**src/sv/arpc_pkg.sv**
```systemverilog
`timescale 1ns / 1ps
// ----------------------------------------------------------------------------
// arpc_pkg
// Types and constants shared by the address resolution cache modules.
// ----------------------------------------------------------------------------
package arpc_pkg;

    localparam int IpW     = 32;
    localparam int MacW    = 48;
    localparam int TimeW   = 32;
    localparam int EntryW  = IpW + MacW + TimeW;
    localparam int SlotW   = 3;
    localparam int DataW   = 32;
    localparam int AddrW   = 4;
    localparam int DefEntries = 8;

    localparam logic [TimeW-1:0] TimeMax = 32'hFFFF_FFFF;

    localparam logic OpLearn   = 1'b0;
    localparam logic OpResolve = 1'b1;

    localparam logic [1:0] RegOwnIp   = 2'd0;
    localparam logic [1:0] RegMask    = 2'd1;
    localparam logic [1:0] RegGateway = 2'd2;

    typedef enum logic [1:0] {
        ST_IDLE,
        ST_SCAN,
        ST_WRITE,
        ST_DONE
    } state_t;

    typedef struct packed {
        logic            found;
        logic            all_valid;
        logic [MacW-1:0] match_mac;
    } scan_stat_t;

endpackage

```
**src/sv/arpc_ram.sv**
```systemverilog
`timescale 1ns / 1ps
// ----------------------------------------------------------------------------
// arpc_ram
// Generic single write port RAM with one registered read port.
// ----------------------------------------------------------------------------
module arpc_ram #(
    parameter int WIDTH = 8,
    parameter int DEPTH = 8,
    parameter int AW    = 3
) (
    input  logic             clk,
    input  logic             we,
    input  logic [AW-1:0]    waddr,
    input  logic [WIDTH-1:0] wdata,
    input  logic [AW-1:0]    raddr,
    output logic [WIDTH-1:0] rdata
);

    logic [WIDTH-1:0] mem [DEPTH];
    logic [WIDTH-1:0] rdata_reg;

    always_ff @(posedge clk)
    begin
        if (we)
        begin
            mem[waddr] <= wdata;
        end
        rdata_reg <= mem[raddr];
    end

    assign rdata = rdata_reg;

endmodule

```
**src/sv/arpc_scan.sv**
```systemverilog
`timescale 1ns / 1ps
// ----------------------------------------------------------------------------
// arpc_scan
// Compare unit that inspects one cache entry per cycle while en is high and
// keeps the first match, the first free slot and the oldest valid entry.
// ----------------------------------------------------------------------------
module arpc_scan #(
    parameter int IW = 3
) (
    input  logic                      clk,
    input  logic                      rst_n,
    input  logic                      clear,
    input  logic                      en,
    input  logic [IW-1:0]             idx,
    input  logic                      ent_valid,
    input  logic [arpc_pkg::IpW-1:0]   ent_ip,
    input  logic [arpc_pkg::MacW-1:0]  ent_mac,
    input  logic [arpc_pkg::TimeW-1:0] ent_time,
    input  logic [arpc_pkg::IpW-1:0]   target,
    output arpc_pkg::scan_stat_t      stat,
    output logic [IW-1:0]             match_idx,
    output logic [IW-1:0]             victim_idx
);

    logic                       found_reg, found_next;
    logic                       free_reg, free_next;
    logic [IW-1:0]              match_idx_reg, match_idx_next;
    logic [IW-1:0]              free_idx_reg, free_idx_next;
    logic [IW-1:0]              best_idx_reg, best_idx_next;
    logic [arpc_pkg::MacW-1:0]  mac_reg, mac_next;
    logic [arpc_pkg::TimeW-1:0] best_reg, best_next;

    always_comb
    begin
        found_next     = found_reg;
        free_next      = free_reg;
        match_idx_next = match_idx_reg;
        free_idx_next  = free_idx_reg;
        best_idx_next  = best_idx_reg;
        mac_next       = mac_reg;
        best_next      = best_reg;
        if (clear)
        begin
            found_next    = 1'b0;
            free_next     = 1'b0;
            best_next     = arpc_pkg::TimeMax;
            best_idx_next = '0;
        end
        else if (en)
        begin
            if (ent_valid && ent_ip == target && !found_reg)
            begin
                found_next     = 1'b1;
                match_idx_next = idx;
                mac_next       = ent_mac;
            end
            if (!ent_valid && !free_reg)
            begin
                free_next     = 1'b1;
                free_idx_next = idx;
            end
            if (ent_valid && ent_time < best_reg)
            begin
                best_next     = ent_time;
                best_idx_next = idx;
            end
        end
    end

    always_ff @(posedge clk or negedge rst_n)
    begin
        if (!rst_n)
        begin
            found_reg    <= 1'b0;
            free_reg     <= 1'b0;
            best_idx_reg <= '0;
        end
        else
        begin
            found_reg    <= found_next;
            free_reg     <= free_next;
            best_idx_reg <= best_idx_next;
        end
    end

    always_ff @(posedge clk)
    begin
        match_idx_reg <= match_idx_next;
        free_idx_reg  <= free_idx_next;
        mac_reg       <= mac_next;
        best_reg      <= best_next;
    end

    assign stat.found     = found_reg;
    assign stat.all_valid = !free_reg;
    assign stat.match_mac = mac_reg;
    assign match_idx      = match_idx_reg;
    assign victim_idx     = free_reg ? free_idx_reg : best_idx_reg;

endmodule

```
**src/sv/arp_cache_resolve.sv**
```systemverilog
`timescale 1ns / 1ps
// ----------------------------------------------------------------------------
// arp_cache_resolve
// IPv4 to MAC address cache that fills free slots first, then replaces the
// oldest entry, with gateway lookup.
// The input channel carries learn and resolve requests; the output channel
// returns one result transfer per request. Both use valid and stall.
// A request is taken only while the block is idle. The table lives in a RAM
// that is read one entry per cycle, and a single compare unit checks each
// entry. A learn then writes the entry in ST_WRITE. The result is loaded
// into the output register in ST_DONE, and the next request can be taken
// in the cycle after that load. The result sits in an output register, so
// a new request may be taken while it waits; if the receiver is still
// stalling when the next result is ready, the block holds that result until
// the register frees. Reset clears every valid bit and the address registers
// at once, so no clearing pass is needed. The address registers are written
// over the APB port; the user must write them only while the block is idle,
// which the block itself does not enforce.
// ----------------------------------------------------------------------------
module arp_cache_resolve #(
    parameter int ENTRIES = arpc_pkg::DefEntries
) (
    input  logic                       clk,
    input  logic                       rst_n,
    input  logic                       psel,
    input  logic                       penable,
    input  logic                       pwrite,
    input  logic [arpc_pkg::AddrW-1:0]  paddr,
    input  logic [arpc_pkg::DataW-1:0]  pwdata,
    output logic [arpc_pkg::DataW-1:0]  prdata,
    output logic                       pready,
    input  logic                       in_valid,
    output logic                       in_stall,
    input  logic                       op,
    input  logic [arpc_pkg::IpW-1:0]    query_ip,
    input  logic [arpc_pkg::MacW-1:0]   new_mac,
    input  logic [arpc_pkg::TimeW-1:0]  now_ms,
    output logic                       out_valid,
    input  logic                       out_stall,
    output logic                       hit,
    output logic [arpc_pkg::MacW-1:0]   found_mac,
    output logic [arpc_pkg::IpW-1:0]    lookup_ip,
    output logic [arpc_pkg::SlotW-1:0]  slot,
    output logic                       evicted
);

    localparam int IW = (ENTRIES > 1) ? $clog2(ENTRIES) : 1;
    localparam int CW = $clog2(ENTRIES + 1);

    arpc_pkg::state_t state_reg, state_next;

    logic [arpc_pkg::IpW-1:0]   own_ip_reg, mask_reg, gateway_reg;
    logic [ENTRIES-1:0]         valid_reg, valid_next;
    logic [CW-1:0]              cnt_reg, cnt_next;
    logic                       pend_reg, pend_next;
    logic [IW-1:0]              pidx_reg;

    logic                       op_reg;
    logic [arpc_pkg::IpW-1:0]   target_reg;
    logic [arpc_pkg::MacW-1:0]  mac_reg;
    logic [arpc_pkg::TimeW-1:0] now_reg;
    logic [arpc_pkg::IpW-1:0]   target_in;

    logic                       accept, cfg_wr, rd_en, we, load, scan_clear;
    logic [IW-1:0]              waddr, match_idx, victim_idx;
    logic [arpc_pkg::EntryW-1:0] rdata, wdata;
    arpc_pkg::scan_stat_t       stat;

    logic                       out_valid_reg, out_valid_next;
    logic                       hit_reg;
    logic [arpc_pkg::MacW-1:0]  fmac_reg;
    logic [arpc_pkg::IpW-1:0]   tip_reg;
    logic [arpc_pkg::SlotW-1:0] slot_reg;
    logic                       ev_reg;

    // Configuration registers.
    assign cfg_wr = psel && penable && pwrite && pready;
    assign pready = 1'b1;

    always_ff @(posedge clk or negedge rst_n)
    begin
        if (!rst_n)
        begin
            own_ip_reg  <= '0;
            mask_reg    <= '0;
            gateway_reg <= '0;
        end
        else if (cfg_wr)
        begin
            case (paddr[3:2])
                arpc_pkg::RegOwnIp:   own_ip_reg  <= pwdata;
                arpc_pkg::RegMask:    mask_reg    <= pwdata;
                arpc_pkg::RegGateway: gateway_reg <= pwdata;
                default: ;
            endcase
        end
    end

    always_comb
    begin
        case (paddr[3:2])
            arpc_pkg::RegOwnIp:   prdata = own_ip_reg;
            arpc_pkg::RegMask:    prdata = mask_reg;
            arpc_pkg::RegGateway: prdata = gateway_reg;
            default:              prdata = '0;
        endcase
    end

    // Request capture.
    assign in_stall = (state_reg != arpc_pkg::ST_IDLE);
    assign accept   = in_valid && !in_stall;

    always_comb
    begin
        target_in = query_ip;
        if (op == arpc_pkg::OpResolve
            && (own_ip_reg & mask_reg) != (query_ip & mask_reg))
        begin
            target_in = gateway_reg;
        end
    end

    always_ff @(posedge clk)
    begin
        if (accept)
        begin
            op_reg     <= op;
            target_reg <= target_in;
            mac_reg    <= new_mac;
            now_reg    <= now_ms;
        end
        if (rd_en)
        begin
            pidx_reg <= cnt_reg[IW-1:0];
        end
    end

    // Sequencer.
    assign rd_en = (state_reg == arpc_pkg::ST_SCAN) && (cnt_reg < CW'(ENTRIES));
    assign waddr = stat.found ? match_idx : victim_idx;
    assign wdata = {target_reg, mac_reg, now_reg};

    always_comb
    begin
        state_next     = state_reg;
        cnt_next       = cnt_reg;
        pend_next      = rd_en;
        valid_next     = valid_reg;
        scan_clear     = 1'b0;
        we             = 1'b0;
        load           = 1'b0;
        out_valid_next = out_valid_reg && out_stall;
        case (state_reg)
            arpc_pkg::ST_IDLE:
            begin
                if (accept)
                begin
                    state_next = arpc_pkg::ST_SCAN;
                    cnt_next   = '0;
                    scan_clear = 1'b1;
                end
            end
            arpc_pkg::ST_SCAN:
            begin
                if (rd_en)
                begin
                    cnt_next = cnt_reg + CW'(1);
                end
                else if (op_reg == arpc_pkg::OpLearn)
                begin
                    state_next = arpc_pkg::ST_WRITE;
                end
                else
                begin
                    state_next = arpc_pkg::ST_DONE;
                end
            end
            arpc_pkg::ST_WRITE:
            begin
                we                = 1'b1;
                valid_next[waddr] = 1'b1;
                state_next        = arpc_pkg::ST_DONE;
            end
            arpc_pkg::ST_DONE:
            begin
                if (!out_valid_reg || !out_stall)
                begin
                    load           = 1'b1;
                    out_valid_next = 1'b1;
                    state_next     = arpc_pkg::ST_IDLE;
                end
            end
            default:
            begin
                state_next = arpc_pkg::ST_IDLE;
            end
        endcase
    end

    always_ff @(posedge clk or negedge rst_n)
    begin
        if (!rst_n)
        begin
            state_reg     <= arpc_pkg::ST_IDLE;
            cnt_reg       <= '0;
            pend_reg      <= 1'b0;
            valid_reg     <= '0;
            out_valid_reg <= 1'b0;
        end
        else
        begin
            state_reg     <= state_next;
            cnt_reg       <= cnt_next;
            pend_reg      <= pend_next;
            valid_reg     <= valid_next;
            out_valid_reg <= out_valid_next;
        end
    end

    arpc_ram #(
        .WIDTH (arpc_pkg::EntryW),
        .DEPTH (ENTRIES),
        .AW    (IW)
    ) u_table (
        .clk   (clk),
        .we    (we),
        .waddr (waddr),
        .wdata (wdata),
        .raddr (cnt_reg[IW-1:0]),
        .rdata (rdata)
    );

    arpc_scan #(
        .IW (IW)
    ) u_scan (
        .clk        (clk),
        .rst_n      (rst_n),
        .clear      (scan_clear),
        .en         (pend_reg),
        .idx        (pidx_reg),
        .ent_valid  (valid_reg[pidx_reg]),
        .ent_ip     (rdata[arpc_pkg::EntryW-1 -: arpc_pkg::IpW]),
        .ent_mac    (rdata[arpc_pkg::TimeW +: arpc_pkg::MacW]),
        .ent_time   (rdata[arpc_pkg::TimeW-1:0]),
        .target     (target_reg),
        .stat       (stat),
        .match_idx  (match_idx),
        .victim_idx (victim_idx)
    );

    // Result register.
    always_ff @(posedge clk)
    begin
        if (load)
        begin
            hit_reg <= stat.found;
            tip_reg <= target_reg;
            if (op_reg == arpc_pkg::OpLearn)
            begin
                fmac_reg <= '0;
                slot_reg <= arpc_pkg::SlotW'(waddr);
                ev_reg   <= !stat.found && stat.all_valid;
            end
            else
            begin
                fmac_reg <= stat.found ? stat.match_mac : '0;
                slot_reg <= stat.found ? arpc_pkg::SlotW'(match_idx) : '0;
                ev_reg   <= 1'b0;
            end
        end
    end

    assign out_valid = out_valid_reg;
    assign hit       = hit_reg;
    assign found_mac = fmac_reg;
    assign lookup_ip = tip_reg;
    assign slot      = slot_reg;
    assign evicted   = ev_reg;

    a_accept_scan : assert property (@(posedge clk) disable iff (!rst_n)
        accept |=> state_reg == arpc_pkg::ST_SCAN)
        else $error("accepted request did not start a scan");

    a_cnt_range : assert property (@(posedge clk) disable iff (!rst_n)
        cnt_reg <= CW'(ENTRIES))
        else $error("scan counter beyond table depth");

    a_evict_miss : assert property (@(posedge clk) disable iff (!rst_n)
        out_valid && evicted |-> !hit)
        else $error("eviction reported on a hit");

    a_mac_hit : assert property (@(posedge clk) disable iff (!rst_n)
        out_valid && found_mac != '0 |-> hit)
        else $error("MAC reported without a hit");

    a_write_learn : assert property (@(posedge clk) disable iff (!rst_n)
        state_reg == arpc_pkg::ST_WRITE |=> valid_reg != '0)
        else $error("table write left no valid entry");

endmodule

```
**config.mk**
```make
export PLATFORM = sky130hd
export DESIGN_NAME = arp_cache_resolve
export DESIGN_NICKNAME = d
export VERILOG_FILES = /design/src/sv/arpc_pkg.sv /design/src/sv/arpc_ram.sv /design/src/sv/arpc_scan.sv /design/src/sv/arp_cache_resolve.sv
export SDC_FILE = /design/constraint.sdc
export NUM_CORES = 1
export LEC_CHECK = 0
export BUFFER_PORTS_ARGS = -buffer_cell sky130_fd_sc_hd__buf_2
export CAP_MARGIN = 40
export CELL_PAD_IN_SITES_DETAIL_PLACEMENT = 1
export CELL_PAD_IN_SITES_GLOBAL_PLACEMENT = 1
export CORE_ASPECT_RATIO = 0.9
export CORE_MARGIN = 5
export CORE_UTILIZATION = 30
export DETAILED_ROUTE_END_ITERATION = 12
export GPL_TIMING_DRIVEN = 0
export PLACE_DENSITY_LB_ADDON = 0.05
export SLEW_MARGIN = 0
export SYNTH_ARGS = -nofsm -noshare
export SYNTH_HDL_FRONTEND = slang
export SYNTH_SLANG_ARGS = --single-unit
```
**constraint.sdc**
```tcl
create_clock -name clk -period 8.19 [get_ports clk]
set_input_delay 1.638 -clock clk [delete_from_list [all_inputs] [get_ports clk]]
set_output_delay 1.638 -clock clk [all_outputs]
set_load 0.02 [all_outputs]
```
# ---- Word level (Yosys, flattened, before mapping)
# Memories as Yosys holds them, arrays and structs flattened. A register that Yosys moved wholly into a read port is not among the register bits.
# Index checks and enable logic that the tools add are counted.
dict set report totals {
  regBits 404
  ramBits 896
  input_bits 156
  output_inout_bits 120
  wordCells 122
  memories 1
}
dict set report classes {
  n_addsub 1
  magnitude_cmp 5
  eq_ne 11
  muxes 36
  n_bitwise 4
  reduce_logical 39
}
# name words width read_ports rd_ports_with_merged_regs wr line
set memory_table {}
lappend memory_table {u_table.mem 8 112 1 1 1 arpc_ram.sv:19} ;# logic [WIDTH-1:0] mem [DEPTH];
# cell count
set op_table {}
lappend op_table {{$pmux W32 S3} 1}
lappend op_table {{$and A32 B32 Y32} 2}
lappend op_table {{$eq A32 B32 Y1} 1}
lappend op_table {{$lt A32 B32 Y1} 1}
lappend op_table {{$mux W32} 1}
lappend op_table {{$ne A32 B32 Y1} 1}
lappend op_table {{$mux W3} 7}
lappend op_table {{$mux W1} 18}
lappend op_table {{$reduce_and A2 Y1} 8}
lappend op_table {{$logic_and A1 B1 Y1} 12}
lappend op_table {{$reduce_and A3 Y1} 4}
lappend op_table {{$reduce_bool A2 Y1} 6}
lappend op_table {{$lt A3 B4 Y1 const B} 2}
lappend op_table {{$mux W4} 2}
lappend op_table {{$ne A2 B2 Y1 const B} 4}
lappend op_table {{$or A8 B8 Y8} 1}
lappend op_table {{$pmux W2 S4} 1}
lappend op_table {{$pmux W4 S2} 1}
lappend op_table {{$eq A2 B2 Y1 const B} 3}
lappend op_table {{$logic_not A1 Y1} 6}
lappend op_table {{$mux W2} 3}
lappend op_table {{$add A4 B1 Y4 const B} 1}
lappend op_table {{$eq A2 B1 Y1 const B} 2}
lappend op_table {{$logic_not A2 Y1} 2}
lappend op_table {{6 further kinds} 6}

# ---- Depth between registers and ports, before layout
dict set report depth {
  word_depth 7
  mapped_depth 10
  depth_no_buf 8
}

# ---- Cells and area by module
# From an unflattened synthesis, not the netlist that was laid out.
dict set report unflattened {
  cells_unflattened 2533
  hier_area_um2 52963.3
}
# mod instances cells_per_inst area_each_um2 seq_area_each_um2
set modules_own_cells {}
lappend modules_own_cells {arpc_ram 1 1419 36154.7 29148.0}
lappend modules_own_cells {arp_cache_resolve 1 742 12468.2 8838.5}
lappend modules_own_cells {arpc_scan 1 372 4340.4 2387.3}

# ---- Least setup slack after synthesis
# OpenSTA, ideal clock, no wires.
dict set report synth_timing {
  kind {input -> register}
  start {input out_stall}
  end {register ev_reg (netlist: evicted) (enable)}
  setup_time_ns 0.658
  arrival_time_ns 7.779
  required_time_ns 7.532
  slack_ns -0.248
  path_stages 1
  path_buffers 0
  cell_sequence {a21boi_0}
}
dict set report synth_between {
  elab_chain_cells 4
}
# item line
set synth_rtl {}
lappend synth_rtl {{start, declared} arp_cache_resolve.sv:39} ;# input logic out_stall,
lappend synth_rtl {{$logic_not A1 Y1} arp_cache_resolve.sv:186} ;# if (!out_valid_reg || !out_stall)
lappend synth_rtl {{$logic_or A1 B1 Y1} arp_cache_resolve.sv:186}
lappend synth_rtl {{$mux W1} arp_cache_resolve.sv:186}
lappend synth_rtl {{$mux W1} arp_cache_resolve.sv:153} ;# case (state_reg)
lappend synth_rtl {{end signal, assigned} arp_cache_resolve.sv:262} ;# ev_reg <= !stat.found && stat.all_valid;
lappend synth_rtl {{end, declared} arp_cache_resolve.sv:74} ;# logic ev_reg;
# Every way passes these cells.
# A chain may end at the register's enable or synchronous reset.

# ---- Final worst setup path
dict set report layout_timing {
  start {input paddr[3] in the netlist's numbering}
  end {output prdata[8] in the netlist's numbering}
}
dict set report layout_between {
  elab_chain_cells 2
  word_cells_on_any_way 4
  cone_classes {eq/ne (2); mux (1); reduce/logical (1)}
}
# item line
set layout_rtl {}
lappend layout_rtl {{start, declared} arp_cache_resolve.sv:28} ;# input logic [arpc_pkg::AddrW-1:0] paddr,
lappend layout_rtl {{$eq A2 B2 Y1 (tied with other cells)} arp_cache_resolve.sv:101} ;# case (paddr[3:2])
lappend layout_rtl {{$pmux W32 S3 (*)} arp_cache_resolve.sv:101}
lappend layout_rtl {{end, declared} arp_cache_resolve.sv:30} ;# output logic [arpc_pkg::DataW-1:0] prdata,
# Every way passes the cells marked *; elsewhere a longest branch is shown, timed or not.

==> metrics <==
wire length per cell 26.1 µm; Overall Global Routing Usage 15.6%; cells along the critical path clkbuf_1 > nor2b_1 > clkbuf_1 > clkbuf_1 > nand2_1 > o21ai_0 > buf_2; multi-input logic area 11500 µm²; full die area roughly 180000 µm²; vias in the first global route 28.6k; CTS Hold Bufs 0; effective utilization at floorplan 30.2%; cell count after synthesis around 2.5k; Post-DP Area 59000 µm²; Hold WC Path Type register to register; antenna violations before repair 10; max_cap viols 0; 1st-iter DRT viols 1210; Core Region 174000 µm²; CP max FO 10; PostCTS Resize Cnt 0; Area Overhead vs Synth 22.3%; # rows 145; Clock Latency Late Sink ~0.76 ns; # fillers 16.9k; WHS Path Cells 0; RR Endpoint mac_reg[43]$_DFFE_PP_; Critical Path Most Common Cell clkbuf_1; type of element launching the critical path input port; CTS H-tree lvls 4; largest net degree at the start of global routing 65; Slew headroom between 40 and 50%; final std cells w/o fill about 5.5k; # placed instances 5200; CTS clk-pin slew, worst paths 0.05 ns; Slew Viols, Final 0; CP required approximately 6.6 ns; EDFF count, synth 1151; post-synthesis adder-cell area fraction 0.882%; Layout Nets 3275; hold_ws 0.403 ns; Synth Net Count around 2.7k; vias approximately 25k; RSZ-0062 raised after global routing false; XOR/XNOR Fraction of Synth Area 1.07%; CTS tree yes; Routed WL 143000 µm; clock tree buffer depth 3; max FFs per register 896; Crit. End Element output port; Yosys warnings 0; Synth Register Bits 1412; GRT overflow 0; register area share after synthesis between 70% and 80%; synthesized area 52500 µm²; largest family of logic cells by synthesized area multiplexers; Tcrit/Tclk final 64.1%; via density per instance between 4 and 5; Leakage 22.3 nW; peak supply drop 0.204 mV; Crit-path slowest cell clkbuf_1; count of final hold-check violations 0; outcome completed; share of cells above drive strength 1 between 30% and 40%; reg2reg path depth 9; Setup violations, final 0; first-pass GRT wire length 207000 µm; Compound-Gate Fraction of Synth Area 1.22%; register area between 40000 and 50000 µm²; Top Ports 276; Die Width 451 µm; Routed Antenna Nets 0; average cell area after synthesis 20.7 µm²; CTS Buf Count 158; DPL Wire Length 98700 µm; crit path time final 5.25 ns; Final Power 22.4 mW; share of flip-flops with an asynchronous set or reset 8.29%; setup clock skew after layout 0.0243 ns; Synth Flop Type edfxtp_1; Crit Path Class input port to output port; DRC Markers 0; Slew @ Worst Pin 0.887 ns; CP peak stage delay between 0.6 and 0.7 ns; fmax around 190 MHz; hold path startpoint u_table.rdata[75]$_DFF_P_; CP Data Arrival Time 3.61 ns; mux cell area share after synthesis 16.5%; Power Dens Cells 350 nW/µm²; post-synthesis simple-gate area fraction 2.10%; die height 407 µm; reg2reg start state_reg[0]$_DFFE_PN0P_; routability cong. 0.719; post-CTS setup buffer count 0; Synth cell types 53; hold worst-path end u_scan.mac_reg[43]$_DFFE_PP_; Port Buf Inserts 270; clk root buf clkbuf_16; 1st-pass router iterations 5; design area around 64000 µm²; Sink Count roughly 1.4k; flop-to-flop setup slack about 4.5 ns
-- layer usage --
layer	part of all wire [%]	GRT usage, %
met5	0.0091	0
met4	2.3	4.10
met3	3.3	2.92
met2	51	27.5
met1	43	19.8
-- cells in the final DEF, fill, tap and decap left out, types with 48 or more instances in the layout --
cell type,count
edfxtp_1,1151
mux2i_1,70
dfrtp_1,117
nor2_1,72
and3_1,48
clkbuf_1,110
dfxtp_1,144
clkbuf_16,160
nand2_1,55
mux4_2,224
mux2_2,214
buf_2,294
-- cell type report --
| class | instances | area share [%] |
|---|---|---|
| Inverter | 37 | 0.216 |
| Clock inverter | 76 | 1.12 |
| Sequential cell | 1412 | 62.9 |
| Multi-Input combinational cell | 974 | 17.9 |
| Antenna cell | 5 | 0.0195 |
| Timing Repair Buffer | 386 | 5.65 |
| Clock buffer | 220 | 6.87 |
| Buffer | 113 | 0.836 |
| Tap cell | 2278 | 4.44 |
-- metrics by stage --
stage                     setup WS (ns)  utilization (%)  setup TNS [ns]
final                              2.94             36.9               0
after detailed placement           2.90             34.0               0
after global placement            -6.48             32.6        -5958.09
after global routing               2.79             36.9               0
after CTS                          2.86             36.9               0
after floorplan                    1.71                -               0
-- worst max path at each step --
stage                                      start                        to  slack (ns)  depth (start not counted)
finish                                  paddr[3]                 prdata[8]        2.94                          7
floorplan            u_scan.free_reg$_DFFE_PN0P_  valid_reg[0]$_DFFE_PN0P_        1.71                          6
global route                            paddr[3]                prdata[29]        2.79                          7
CTS                                     paddr[3]                 prdata[1]        2.86                          7
global placement    u_scan.found_reg$_DFFE_PN0P_  valid_reg[7]$_DFFE_PN0P_       -6.48                          4
detailed placement                      paddr[3]                 prdata[1]        2.90                          7
-- cell usage after synthesis (all sizes together) (9+ instances only) --
| library cell | number | area share (%) |
|---|---|---|
| mux2i | 70 | 1.3 |
| edfxtp | 1151 | 66 |
| mux4 | 226 | 9.7 |
| nand2 | 55 | 0.39 |
| nor2 | 81 | 0.58 |
| dfxtp | 144 | 5.5 |
| mux2 | 244 | 5.5 |
| nand4 | 10 | 0.12 |
| a21oi | 18 | 0.17 |
| ha | 37 | 0.88 |
| buf | 44 | 0.52 |
| xor2 | 47 | 0.78 |
| o21ai | 44 | 0.42 |
| or2 | 9 | 0.11 |
| and3 | 48 | 0.57 |
| a22oi | 11 | 0.16 |
| inv | 37 | 0.26 |
| clkbuf | 69 | 0.49 |
| dfrtp | 117 | 5.6 |
| xnor2 | 17 | 0.28 |
-- worst max-delay path: cells and delay by family --
| family | cells | cell delay, ns |
|---|---|---|
| simple gates | 2 | 0.29 |
| compound gates | 1 | 0.17 |
| buf+inv | 4 | 1.49 |
-- kinds of logic after synthesis --
| logic type | count (synthesis) |
|---|---|
| flops | 1412 |
| xor+xnor | 64 |
| mux | 540 |
| buf+inv | 150 |
| simple gates | 229 |
| other cells | 1 |
| fa+ha+maj | 37 |
| compound gates | 103 |
-- power by group --
part           total [mW]  switching (mW)  internal, mW
sequential           9.93           0.641          9.29
clock                6.98            2.89          4.09
combinational        5.53            2.94          2.59
total                22.4            6.47          16.0
Note: power is estimated with default switching activity, not from simulation.
